$ cat src/hdl/sgi_pkg.sv
// ----------------------------------------------------------------------------
// sgi_pkg
// Shared widths, codes and types of the support Gini impurity unit.
// ----------------------------------------------------------------------------
package sgi_pkg;

  localparam int unsigned DIM_W           = 3;
  localparam int unsigned LEVEL_W         = 4;
  localparam int unsigned INDEX_W         = 16;
  localparam int unsigned COORD_FRAC_BITS = 16;
  localparam int unsigned COORD_W         = COORD_FRAC_BITS + 1;
  localparam int unsigned COUNT_BITS      = 20;
  localparam int unsigned PROD_W          = 2 * COUNT_BITS;
  localparam int unsigned IMP_W           = 16;
  localparam int unsigned FRAC_STEPS      = IMP_W + 1;
  localparam int unsigned STEP_CNT_W      = $clog2(FRAC_STEPS + 1);
  localparam int unsigned CFG_W           = 4;
  localparam int unsigned EFF_W           = CFG_W + 1;

  // shifted coordinate and bounds share one compare width
  localparam int unsigned BOUND_W = INDEX_W + 1 + COORD_FRAC_BITS;

  localparam logic [CFG_W-1:0] NUM_DIMS_RST = CFG_W'(2);

  // item function codes
  localparam logic FUNC_LOAD = 1'b0;
  localparam logic FUNC_DATA = 1'b1;

  typedef logic [COUNT_BITS-1:0] count_t;
  typedef logic [PROD_W-1:0]     prod_t;
  typedef logic [FRAC_STEPS-1:0] frac_t;

endpackage

$ cat src/hdl/sgi_if.sv
// ----------------------------------------------------------------------------
// sgi_if
// Handshake channels of the support Gini impurity unit: input and result.
// ----------------------------------------------------------------------------
interface sgi_in_if
  import sgi_pkg::*;
();
  logic                 valid;
  logic                 ready;
  logic                 func;
  logic [DIM_W-1:0]     dim;
  logic [LEVEL_W-1:0]   grid_level;
  logic [INDEX_W-1:0]   grid_index;
  logic [COORD_W-1:0]   coordinate;
  logic                 class_is_one;
  logic                 last_row;

  modport source (
    output valid, func, dim, grid_level, grid_index, coordinate, class_is_one, last_row,
    input  ready
  );
  modport sink (
    input  valid, func, dim, grid_level, grid_index, coordinate, class_is_one, last_row,
    output ready
  );
endinterface

interface sgi_out_if
  import sgi_pkg::*;
();
  logic                  valid;
  logic                  ready;
  logic [IMP_W-1:0]      impurity;
  logic [COUNT_BITS-1:0] support_count;
  logic [COUNT_BITS-1:0] class_one_count;

  modport source (
    output valid, impurity, support_count, class_one_count,
    input  ready
  );
  modport sink (
    input  valid, impurity, support_count, class_one_count,
    output ready
  );
endinterface

$ cat src/hdl/sgi_frac_div.sv
// ----------------------------------------------------------------------------
// sgi_frac_div
// Restoring fraction divider: floor(2^17 * p / q), one quotient bit a cycle.
// ----------------------------------------------------------------------------
module sgi_frac_div
  import sgi_pkg::*;
(
  input  logic  clk_i,
  input  logic  rst_ni,
  input  logic  start_i,
  input  prod_t p_i,
  input  prod_t q_i,
  output logic  done_o,
  output frac_t quot_o
);

  prod_t                 rem_q, rem_d;
  prod_t                 den_q;
  frac_t                 quot_q, quot_d;
  logic [STEP_CNT_W-1:0] cnt_q;
  logic                  busy_q;
  logic                  done_q;
  logic [PROD_W:0]       rem2;
  logic                  take;

  // remainder stays below the divisor, so twice it fits one extra bit
  assign rem2 = {rem_q, 1'b0};
  assign take = rem2 >= {1'b0, den_q};

  always_comb begin
    rem_d  = take ? PROD_W'(rem2 - {1'b0, den_q}) : rem2[PROD_W-1:0];
    quot_d = {quot_q[FRAC_STEPS-2:0], take};
  end

  always_ff @(posedge clk_i or negedge rst_ni) begin
    if (!rst_ni) begin
      busy_q <= 1'b0;
      done_q <= 1'b0;
      cnt_q  <= '0;
    end else if (start_i) begin
      busy_q <= 1'b1;
      done_q <= 1'b0;
      cnt_q  <= STEP_CNT_W'(FRAC_STEPS);
    end else if (busy_q) begin
      cnt_q <= cnt_q - STEP_CNT_W'(1);
      if (cnt_q == STEP_CNT_W'(1)) begin
        busy_q <= 1'b0;
        done_q <= 1'b1;
      end
    end
  end

  always_ff @(posedge clk_i) begin
    if (start_i) begin
      rem_q  <= p_i;
      den_q  <= q_i;
      quot_q <= '0;
    end else if (busy_q) begin
      rem_q  <= rem_d;
      quot_q <= quot_d;
    end
  end

  assign done_o = done_q;
  assign quot_o = quot_q;

endmodule

$ cat src/hdl/support_gini_impurity_unit.sv
// ----------------------------------------------------------------------------
// support_gini_impurity_unit
// Counts data rows inside the support of one sparse-grid point and reports
// the two-class Gini impurity of those rows after the last row.
// ----------------------------------------------------------------------------
//  channel   dir  handshake     payload
//  cfg       in   cfg_we_i      cfg_data_i (num_dims)
//  in_i      in   valid/ready   func, dim, grid_level, grid_index, coordinate,
//                               class_is_one, last_row
//  out_o     out  valid/ready   impurity, support_count, class_one_count
//
//  Grid loads and row coordinates complete in their accept cycle: shift and
//  bound compare sit in that cycle. The final coordinate of a row marked
//  last_row starts the result sequence: two passes of the shared 20x20
//  multiplier, then the restoring divider, then a load of the output
//  register, with in_i.ready low throughout. A stalled result holds in
//  the output register; a second result waits in the divider until it drains.
//  Reset clears control and counters; the grid point store is not cleared.
// ----------------------------------------------------------------------------
module support_gini_impurity_unit
  import sgi_pkg::*;
#(
  parameter int unsigned MAX_DIMS = 8
) (
  input  logic             clk_i,
  input  logic             rst_ni,
  input  logic             cfg_we_i,
  input  logic [CFG_W-1:0] cfg_data_i,
  sgi_in_if.sink           in_i,
  sgi_out_if.source        out_o
);

  localparam int unsigned IdxW = (MAX_DIMS > 1) ? $clog2(MAX_DIMS) : 1;

  localparam logic [2:0] ST_IDLE   = 3'd0;
  localparam logic [2:0] ST_MUL_AB = 3'd1;
  localparam logic [2:0] ST_MUL_NN = 3'd2;
  localparam logic [2:0] ST_DIV    = 3'd3;

  logic [2:0]         state_q, state_d;
  logic [CFG_W-1:0]   num_dims_q;
  logic [LEVEL_W-1:0] lvl_mem [MAX_DIMS];
  logic [INDEX_W-1:0] idx_mem [MAX_DIMS];
  logic               row_inside_q;
  count_t             total_q, ones_q;
  count_t             n_op_q, a_op_q;
  logic               n_zero_q;
  prod_t              p_q;

  logic               out_valid_q;
  logic [IMP_W-1:0]   imp_q;
  count_t             sup_q, one_q;

  logic [EFF_W-1:0]   eff_dims;
  logic [EFF_W-1:0]   dim_ext;
  logic [IdxW-1:0]    rd_idx;
  logic [LEVEL_W-1:0] lvl;
  logic [INDEX_W-1:0] idx;
  logic [BOUND_W-1:0] scaled, lo_bound, hi_bound;
  logic               in_sup;
  logic               acc, load_acc, data_acc, row_end, row_ok;
  count_t             total_nx, ones_nx;
  count_t             mul_x, mul_y;
  prod_t              mul_p;
  logic               div_start, div_done;
  frac_t              div_quot;
  logic               out_free, out_load;

  // clamp num_dims to 1..MAX_DIMS
  always_comb begin
    if (num_dims_q == '0) begin
      eff_dims = EFF_W'(1);
    end else if (32'(num_dims_q) > 32'(MAX_DIMS)) begin
      eff_dims = EFF_W'(MAX_DIMS);
    end else begin
      eff_dims = EFF_W'(num_dims_q);
    end
  end

  assign dim_ext  = EFF_W'(in_i.dim);
  assign rd_idx   = IdxW'(in_i.dim);
  assign acc      = in_i.valid && in_i.ready;
  assign load_acc = acc && (in_i.func == FUNC_LOAD) && (32'(in_i.dim) < 32'(MAX_DIMS));
  assign data_acc = acc && (in_i.func == FUNC_DATA) && (dim_ext < eff_dims);
  assign row_end  = data_acc && (dim_ext == eff_dims - EFF_W'(1));

  // support test: v * 2^level against (index -/+ 1) * 2^F
  always_comb begin
    lvl      = lvl_mem[rd_idx];
    idx      = idx_mem[rd_idx];
    scaled   = BOUND_W'(in_i.coordinate) << lvl;
    hi_bound = {(INDEX_W + 1)'(idx) + (INDEX_W + 1)'(1), COORD_FRAC_BITS'(0)};
    lo_bound = {(INDEX_W + 1)'(idx) - (INDEX_W + 1)'(1), COORD_FRAC_BITS'(0)};
    in_sup   = ((idx == '0) || (scaled >= lo_bound)) && (scaled <= hi_bound);
    row_ok   = row_inside_q && in_sup;
  end

  // saturating counts including the row that ends now
  always_comb begin
    total_nx = total_q;
    ones_nx  = ones_q;
    if (row_ok) begin
      if (total_q != '1) begin
        total_nx = total_q + COUNT_BITS'(1);
      end
      if (in_i.class_is_one && (ones_q != '1)) begin
        ones_nx = ones_q + COUNT_BITS'(1);
      end
    end
  end

  // shared multiplier: a*b first, then n*n
  always_comb begin
    if (state_q == ST_MUL_AB) begin
      mul_x = a_op_q;
      mul_y = n_op_q - a_op_q;
    end else begin
      mul_x = n_op_q;
      mul_y = n_op_q;
    end
    mul_p = PROD_W'(mul_x) * PROD_W'(mul_y);
  end

  assign out_free  = !out_valid_q || out_o.ready;
  assign div_start = (state_q == ST_MUL_NN);
  assign out_load  = (state_q == ST_DIV) && div_done && out_free;

  always_comb begin
    state_d = state_q;
    case (state_q)
      ST_IDLE: begin
        if (row_end && in_i.last_row) begin
          state_d = ST_MUL_AB;
        end
      end
      ST_MUL_AB: state_d = ST_MUL_NN;
      ST_MUL_NN: state_d = ST_DIV;
      ST_DIV: begin
        if (out_load) begin
          state_d = ST_IDLE;
        end
      end
      default: state_d = ST_IDLE;
    endcase
  end

  always_ff @(posedge clk_i or negedge rst_ni) begin
    if (!rst_ni) begin
      state_q      <= ST_IDLE;
      num_dims_q   <= NUM_DIMS_RST;
      row_inside_q <= 1'b1;
      total_q      <= '0;
      ones_q       <= '0;
      out_valid_q  <= 1'b0;
    end else begin
      state_q <= state_d;
      if (cfg_we_i) begin
        num_dims_q <= cfg_data_i;
      end
      if (data_acc) begin
        row_inside_q <= row_end ? 1'b1 : row_ok;
      end
      if (row_end) begin
        // clear the counters once the final row hands them to the sequencer
        total_q <= in_i.last_row ? '0 : total_nx;
        ones_q  <= in_i.last_row ? '0 : ones_nx;
      end
      if (out_load) begin
        out_valid_q <= 1'b1;
      end else if (out_o.ready) begin
        out_valid_q <= 1'b0;
      end
    end
  end

  always_ff @(posedge clk_i) begin
    if (load_acc) begin
      lvl_mem[rd_idx] <= in_i.grid_level;
      idx_mem[rd_idx] <= in_i.grid_index;
    end
    if (row_end && in_i.last_row) begin
      n_op_q   <= total_nx;
      a_op_q   <= ones_nx;
      n_zero_q <= (total_nx == '0);
    end
    if (state_q == ST_MUL_AB) begin
      p_q <= mul_p;
    end
    if (out_load) begin
      imp_q <= n_zero_q ? '0 : div_quot[IMP_W-1:0];
      sup_q <= n_op_q;
      one_q <= a_op_q;
    end
  end

  sgi_frac_div u_div (
    .clk_i   (clk_i),
    .rst_ni  (rst_ni),
    .start_i (div_start),
    .p_i     (p_q),
    .q_i     (mul_p),
    .done_o  (div_done),
    .quot_o  (div_quot)
  );

  assign in_i.ready            = (state_q == ST_IDLE);
  assign out_o.valid           = out_valid_q;
  assign out_o.impurity        = imp_q;
  assign out_o.support_count   = sup_q;
  assign out_o.class_one_count = one_q;

endmodule
$ cat src/flat_wrapper.sv
// flat-port wrapper written by rule: the top's interface ports become plain ports
module support_gini_impurity_unit_flat import sgi_pkg::*;
#(
  parameter int unsigned MAX_DIMS = 8
)
  (clk_i, rst_ni, cfg_we_i, cfg_data_i, in_i_valid, in_i_func, in_i_dim, in_i_grid_level, in_i_grid_index, in_i_coordinate, in_i_class_is_one, in_i_last_row, in_i_ready, out_o_valid, out_o_impurity, out_o_support_count, out_o_class_one_count, out_o_ready);
  sgi_in_if in_i_i ();
  sgi_out_if out_o_i ();
  input  logic clk_i;
  input  logic rst_ni;
  input  logic cfg_we_i;
  input  logic [CFG_W-1:0] cfg_data_i;
  input wire logic [$bits(in_i_i.valid)-1:0] in_i_valid;
  input wire logic [$bits(in_i_i.func)-1:0] in_i_func;
  input wire logic [$bits(in_i_i.dim)-1:0] in_i_dim;
  input wire logic [$bits(in_i_i.grid_level)-1:0] in_i_grid_level;
  input wire logic [$bits(in_i_i.grid_index)-1:0] in_i_grid_index;
  input wire logic [$bits(in_i_i.coordinate)-1:0] in_i_coordinate;
  input wire logic [$bits(in_i_i.class_is_one)-1:0] in_i_class_is_one;
  input wire logic [$bits(in_i_i.last_row)-1:0] in_i_last_row;
  output wire logic [$bits(in_i_i.ready)-1:0] in_i_ready;
  output wire logic [$bits(out_o_i.valid)-1:0] out_o_valid;
  output wire logic [$bits(out_o_i.impurity)-1:0] out_o_impurity;
  output wire logic [$bits(out_o_i.support_count)-1:0] out_o_support_count;
  output wire logic [$bits(out_o_i.class_one_count)-1:0] out_o_class_one_count;
  input wire logic [$bits(out_o_i.ready)-1:0] out_o_ready;
  assign in_i_i.valid = in_i_valid;
  assign in_i_i.func = in_i_func;
  assign in_i_i.dim = in_i_dim;
  assign in_i_i.grid_level = in_i_grid_level;
  assign in_i_i.grid_index = in_i_grid_index;
  assign in_i_i.coordinate = in_i_coordinate;
  assign in_i_i.class_is_one = in_i_class_is_one;
  assign in_i_i.last_row = in_i_last_row;
  assign in_i_ready = in_i_i.ready;
  assign out_o_valid = out_o_i.valid;
  assign out_o_impurity = out_o_i.impurity;
  assign out_o_support_count = out_o_i.support_count;
  assign out_o_class_one_count = out_o_i.class_one_count;
  assign out_o_i.ready = out_o_ready;
  support_gini_impurity_unit #(.MAX_DIMS(MAX_DIMS)) u_core (.clk_i(clk_i), .rst_ni(rst_ni), .cfg_we_i(cfg_we_i), .cfg_data_i(cfg_data_i), .in_i(in_i_i), .out_o(out_o_i));
endmodule
$ cat config.mk
export PLATFORM = sky130hd
export DESIGN_NAME = support_gini_impurity_unit_flat
export DESIGN_NICKNAME = d
export VERILOG_FILES = /design/src/hdl/sgi_pkg.sv /design/src/hdl/sgi_if.sv /design/src/hdl/sgi_frac_div.sv /design/src/hdl/support_gini_impurity_unit.sv /design/src/flat_wrapper.sv
export SDC_FILE = /design/constraint.sdc
export NUM_CORES = 2
export LEC_CHECK = 0
export ABC_AREA = 1
export BUFFER_PORTS_ARGS = -buffer_cell sky130_fd_sc_hd__clkbuf_2
export CAP_MARGIN = 20
export CORE_UTILIZATION = 34
export CTS_CLUSTER_DIAMETER = 60
export DETAILED_ROUTE_END_ITERATION = 6
export PLACE_DENSITY = 0.51
export SYNTH_ARGS = -nofsm -noshare
export SYNTH_HDL_FRONTEND = slang
export SYNTH_SLANG_ARGS = --single-unit
$ cat constraint.sdc
create_clock -name clk_i -period 12.1 [get_ports clk_i]
set_clock_uncertainty 0.15 [all_clocks]
set_input_delay 0.605 -clock clk_i [delete_from_list [all_inputs] [get_ports clk_i]]
set_output_delay 0.605 -clock clk_i [all_outputs]
set_load 0.05 [all_outputs]
==> results.txt <==
The weighted congestion reported at the end of routability-driven placement is 0.922. The average routed wire per standard cell came out at 18.7 um. The count of final setup violators came out at 0. The post-synthesis cell count came out at 4258.

The delay of the slowest critical-path stage is 0.54 ns. The max capacitance violation total came out at 0. Ranked by instance count, the synthesized netlist is headed by nand2_1 (977), inv_1 (718), nor2_1 (400), edfxtp_1 (377), fa_1 (322).

The initial utilization of the core area, before any placement, comes to 0.345. The path class of the tightest hold or removal check is input port to flip-flop. At the worst endpoint, the arrival time is 10.18 ns.

The via density per instance is 4.94. The tree is rooted in a clkbuf_16. The number of clock sinks came out at 448. The die area is 110000 sq um. The post-synthesis area per instance came out at 8.71 sq um. The number of placement rows is 120.

Among the stages of the critical path, the cell type that occurs most often is nand2_1. Relative to the synthesized area, the layout overhead comes to 11.7%. The post-placement setup slack is 2.28 ns. The iteration-0 DRC count of the detailed router is 1951. Setup repair after global routing left no endpoint under its margin. The number of hold violations in the final report is 0. The post-route clock period utilization came out at 0.820. The worst hold path begins at in_i_grid_index[6]. The type of the worst setup path is flip-flop to flip-flop. In the synthesized netlist the dominant register cell turns out to be edfxtp_1. The count of H-tree levels built during CTS is 2. STA classifies the critical path endpoint as a flip-flop.

In this run the standard cell core region covers 108000 sq um. The number of antenna-violating nets in the routed design is 0. Along the worst path, the maximum fanout reaches 11. Measured against its own limit, the worst slew margin works out to 0.275. The final number of max-transition violations is 0. The startpoint type of the worst setup path is a flip-flop. By area the synthesized netlist is led by edfxtp_1 (31%), fa_1 (17%), nand2_1 (9.9%), ha_1 (8.6%), inv_1 (7.3%). Counting instances, the worst hold path has a depth of 1. The aggregate global-route resource usage is 0.194.

The sum of net half-perimeters after detailed placement is 81800 um. The placed instance area came out at 39300 sq um. The largest area contributor in the synthesized netlist is edfxtp_1. The first-pass GRT wire length came out at 167000 um. The initial antenna violation count is 1.

For this design, the slowest cell found on the critical path is clkinv_1. For the final routed database, the setup TNS stands at 0 ns. For this run, the share of the core covered by cells in the final layout is 0.385. Counting along the longest clock path gives a buffer depth of 3.

Clock tree synthesis inserted a total of 56 buffers. The number of iterations in the first detailed-routing pass is 5. The via count of the first global-routing pass came out at 28200. The share of synthesized flip-flops with an asynchronous set or reset came out at 0.123. The synthesis-stage register bit count came out at 448. The fraction of the yosys area taken by sequential cells is 0.351. The top-area cell type share of the netlist area came out at 0.305.

Measured along the y axis, the die boundary spans 332 um. In this run the count of I/O pins placed on the die edge is 110. Summed over all layers, the global routing overflow is 0. The area of all placed cells without fillers is 41400 sq um.

The critical path launch point is u_core.a_op_q[10]. The number of enable-type register cells in the synthesized netlist came out at 377. Counting the fill cells in the layout gives 11000. The detailed-route via count came out at 28700. The count of port buffers added during placement came out at 109. Entering global routing, the biggest net connects 75 pins. The clock latency on the worst-skew pair is 0.69 ns.

The flow ran to the end, and the final reports show no timing, DRC or antenna violations. The slew at the pin with the worst max-slew slack is 1.09 ns. TritonCTS built the clock tree. The total nets after synthesis is 4886.

The register clock-pin slew on the reported worst setup and hold paths came out at 0.06 ns. The startpoint identified for the worst register-to-register timing path is u_core.a_op_q[10]. The setup slack of the critical path after layout is 2.18 ns.

The final wirelength is 109000 um. Once the clock tree was built, the resizer swapped 0 gates to a different size. The share of layout cells above drive strength 1 is 0.0716. For this run, design rule violations remaining after detail routing come to 0. The count of different cell masters after synthesis came out at 60. The number of synthesis warnings is 0. By instance count, the leading cell after synthesis is nand2_1.

The depth of the worst register-to-register path is 35. The peak clock frequency supported by timing came out at 101 MHz. The data required time at the worst endpoint came out at 12.36 ns. The synthesized area came out at 37100 sq um. The final layout contains 4994 nets. The die width is 332 um.

After layout, the minimum clock period comes to 9.92 ns.
## cell type report
class / count / area, sq um / area share
Multi-Input combinational cell: 2937 / 20800 / 0.502
Sequential cell: 448 / 13000 / 0.314
Inverter: 750 / 2820 / 0.0679
Tap cell: 1403 / 1760 / 0.0424
Clock buffer: 66 / 1460 / 0.0352
Timing Repair Buffer: 173 / 1080 / 0.0260
Clock inverter: 39 / 503 / 0.0121
Antenna cell: 1 / 2.50 / 0.0000604
## through the flow
| stage | hold slack [ns] | std cells |
|---|---|---|
| CTS | 0.000713 | 5816 |
| finish | 0.0423 | 5817 |
| detailed placement | 0.286 | 5692 |
| global route | 0.0300 | 5817 |
| global placement | 0.283 | 5691 |
| floorplan | 0.159 | 4258 |
## kinds of logic (layout without fill, tap and decap cells)
logic type | Yosys count | in the layout | share of synthesized area
flops | 448 | 448 | 0.351
compound gates | 559 | 559 | 0.0826
buf+inv | 873 | 1028 | 0.0910
fa+ha+maj | 576 | 576 | 0.259
xor+xnor | 131 | 131 | 0.0309
mux | 2 | 2 | 0.000607
simple gates | 1669 | 1669 | 0.185
other cells | 0 | 1 | 0
## state kept, by name, summed over array words and instances, names as in the netlist, 32 cells and up
signal              flops
u_core.u_div.rem_q     40
u_core.u_div.den_q     40
u_core.lvl_mem         32
u_core.p_q             40
u_core.idx_mem        128
## worst max-delay path, delay by kind of cell (launching register included)
family                     cells  cell delay (ns)
buffers and inverters          6             0.88
AOI/OAI and AO/OA              4             0.95
xor gates and xnor gates       2             0.43
and+or+nand+nor               14             2.76
DFF                            1             0.36
adders and majority gates      9             4.14
## cells in the final DEF, fill, tap and decap left out, types with 16 or more instances in the layout
| cell | count |
|---|---|
| clkbuf_2 | 108 |
| o22ai_1 | 33 |
| dfrtp_1 | 53 |
| xnor2_1 | 35 |
| nand4_1 | 59 |
| clkbuf_16 | 56 |
| a21oi_1 | 192 |
| fa_1 | 322 |
| nand3_1 | 146 |
| buf_4 | 44 |
| o21ai_0 | 235 |
| nor3_1 | 29 |
| ha_1 | 252 |
| nand2_1 | 977 |
| edfxtp_1 | 377 |
| clkinv_1 | 24 |
| xor2_1 | 96 |
| dlygate4sd3_1 | 19 |
| dfxtp_1 | 16 |
| inv_1 | 718 |
| nor2_1 | 393 |
| nor4_1 | 16 |
## repair_timing
action | CTS | global route
hold endpoints to repair | 130 | 0
hold buffers | 19 | 0
buffers inserted | 0 | 0
## per-layer routing
| metal | routed length [um] | vias to the layer above | global-route usage | part of all wire |
|---|---|---|---|---|
| met1 | 50700 | 13900 | 0.271 | 0.47 |
| met5 | 0 | - | 0 | 0 |
| met2 | 50200 | 714 | 0.319 | 0.46 |
| met4 | 2470 | 0 | 0.0501 | 0.023 |
| met3 | 5330 | 139 | 0.0231 | 0.049 |
| li1 | - | 13900 | - | - |
## path summary, 6_finish.rpt
| check | to | slack, ns |
|---|---|---|
| max in group asynchronous | u_core.u_div.cnt_q[3] | 10.67 |
| min in group asynchronous | u_core.ones_q[14] | 0.49 |
| setup / recovery | u_core.u_div.den_q[38] | 2.18 |
| hold / removal | u_core.idx_mem[4][6] | 0.04 |
| hold reg to reg | u_core.out_o.class_one_count[1] | 0.32 |
| setup reg to reg | u_core.u_div.den_q[38] | 2.18 |
Power is not shown: default switching activity piles up to over one toggle a cycle in this logic, so the estimate is an artifact.
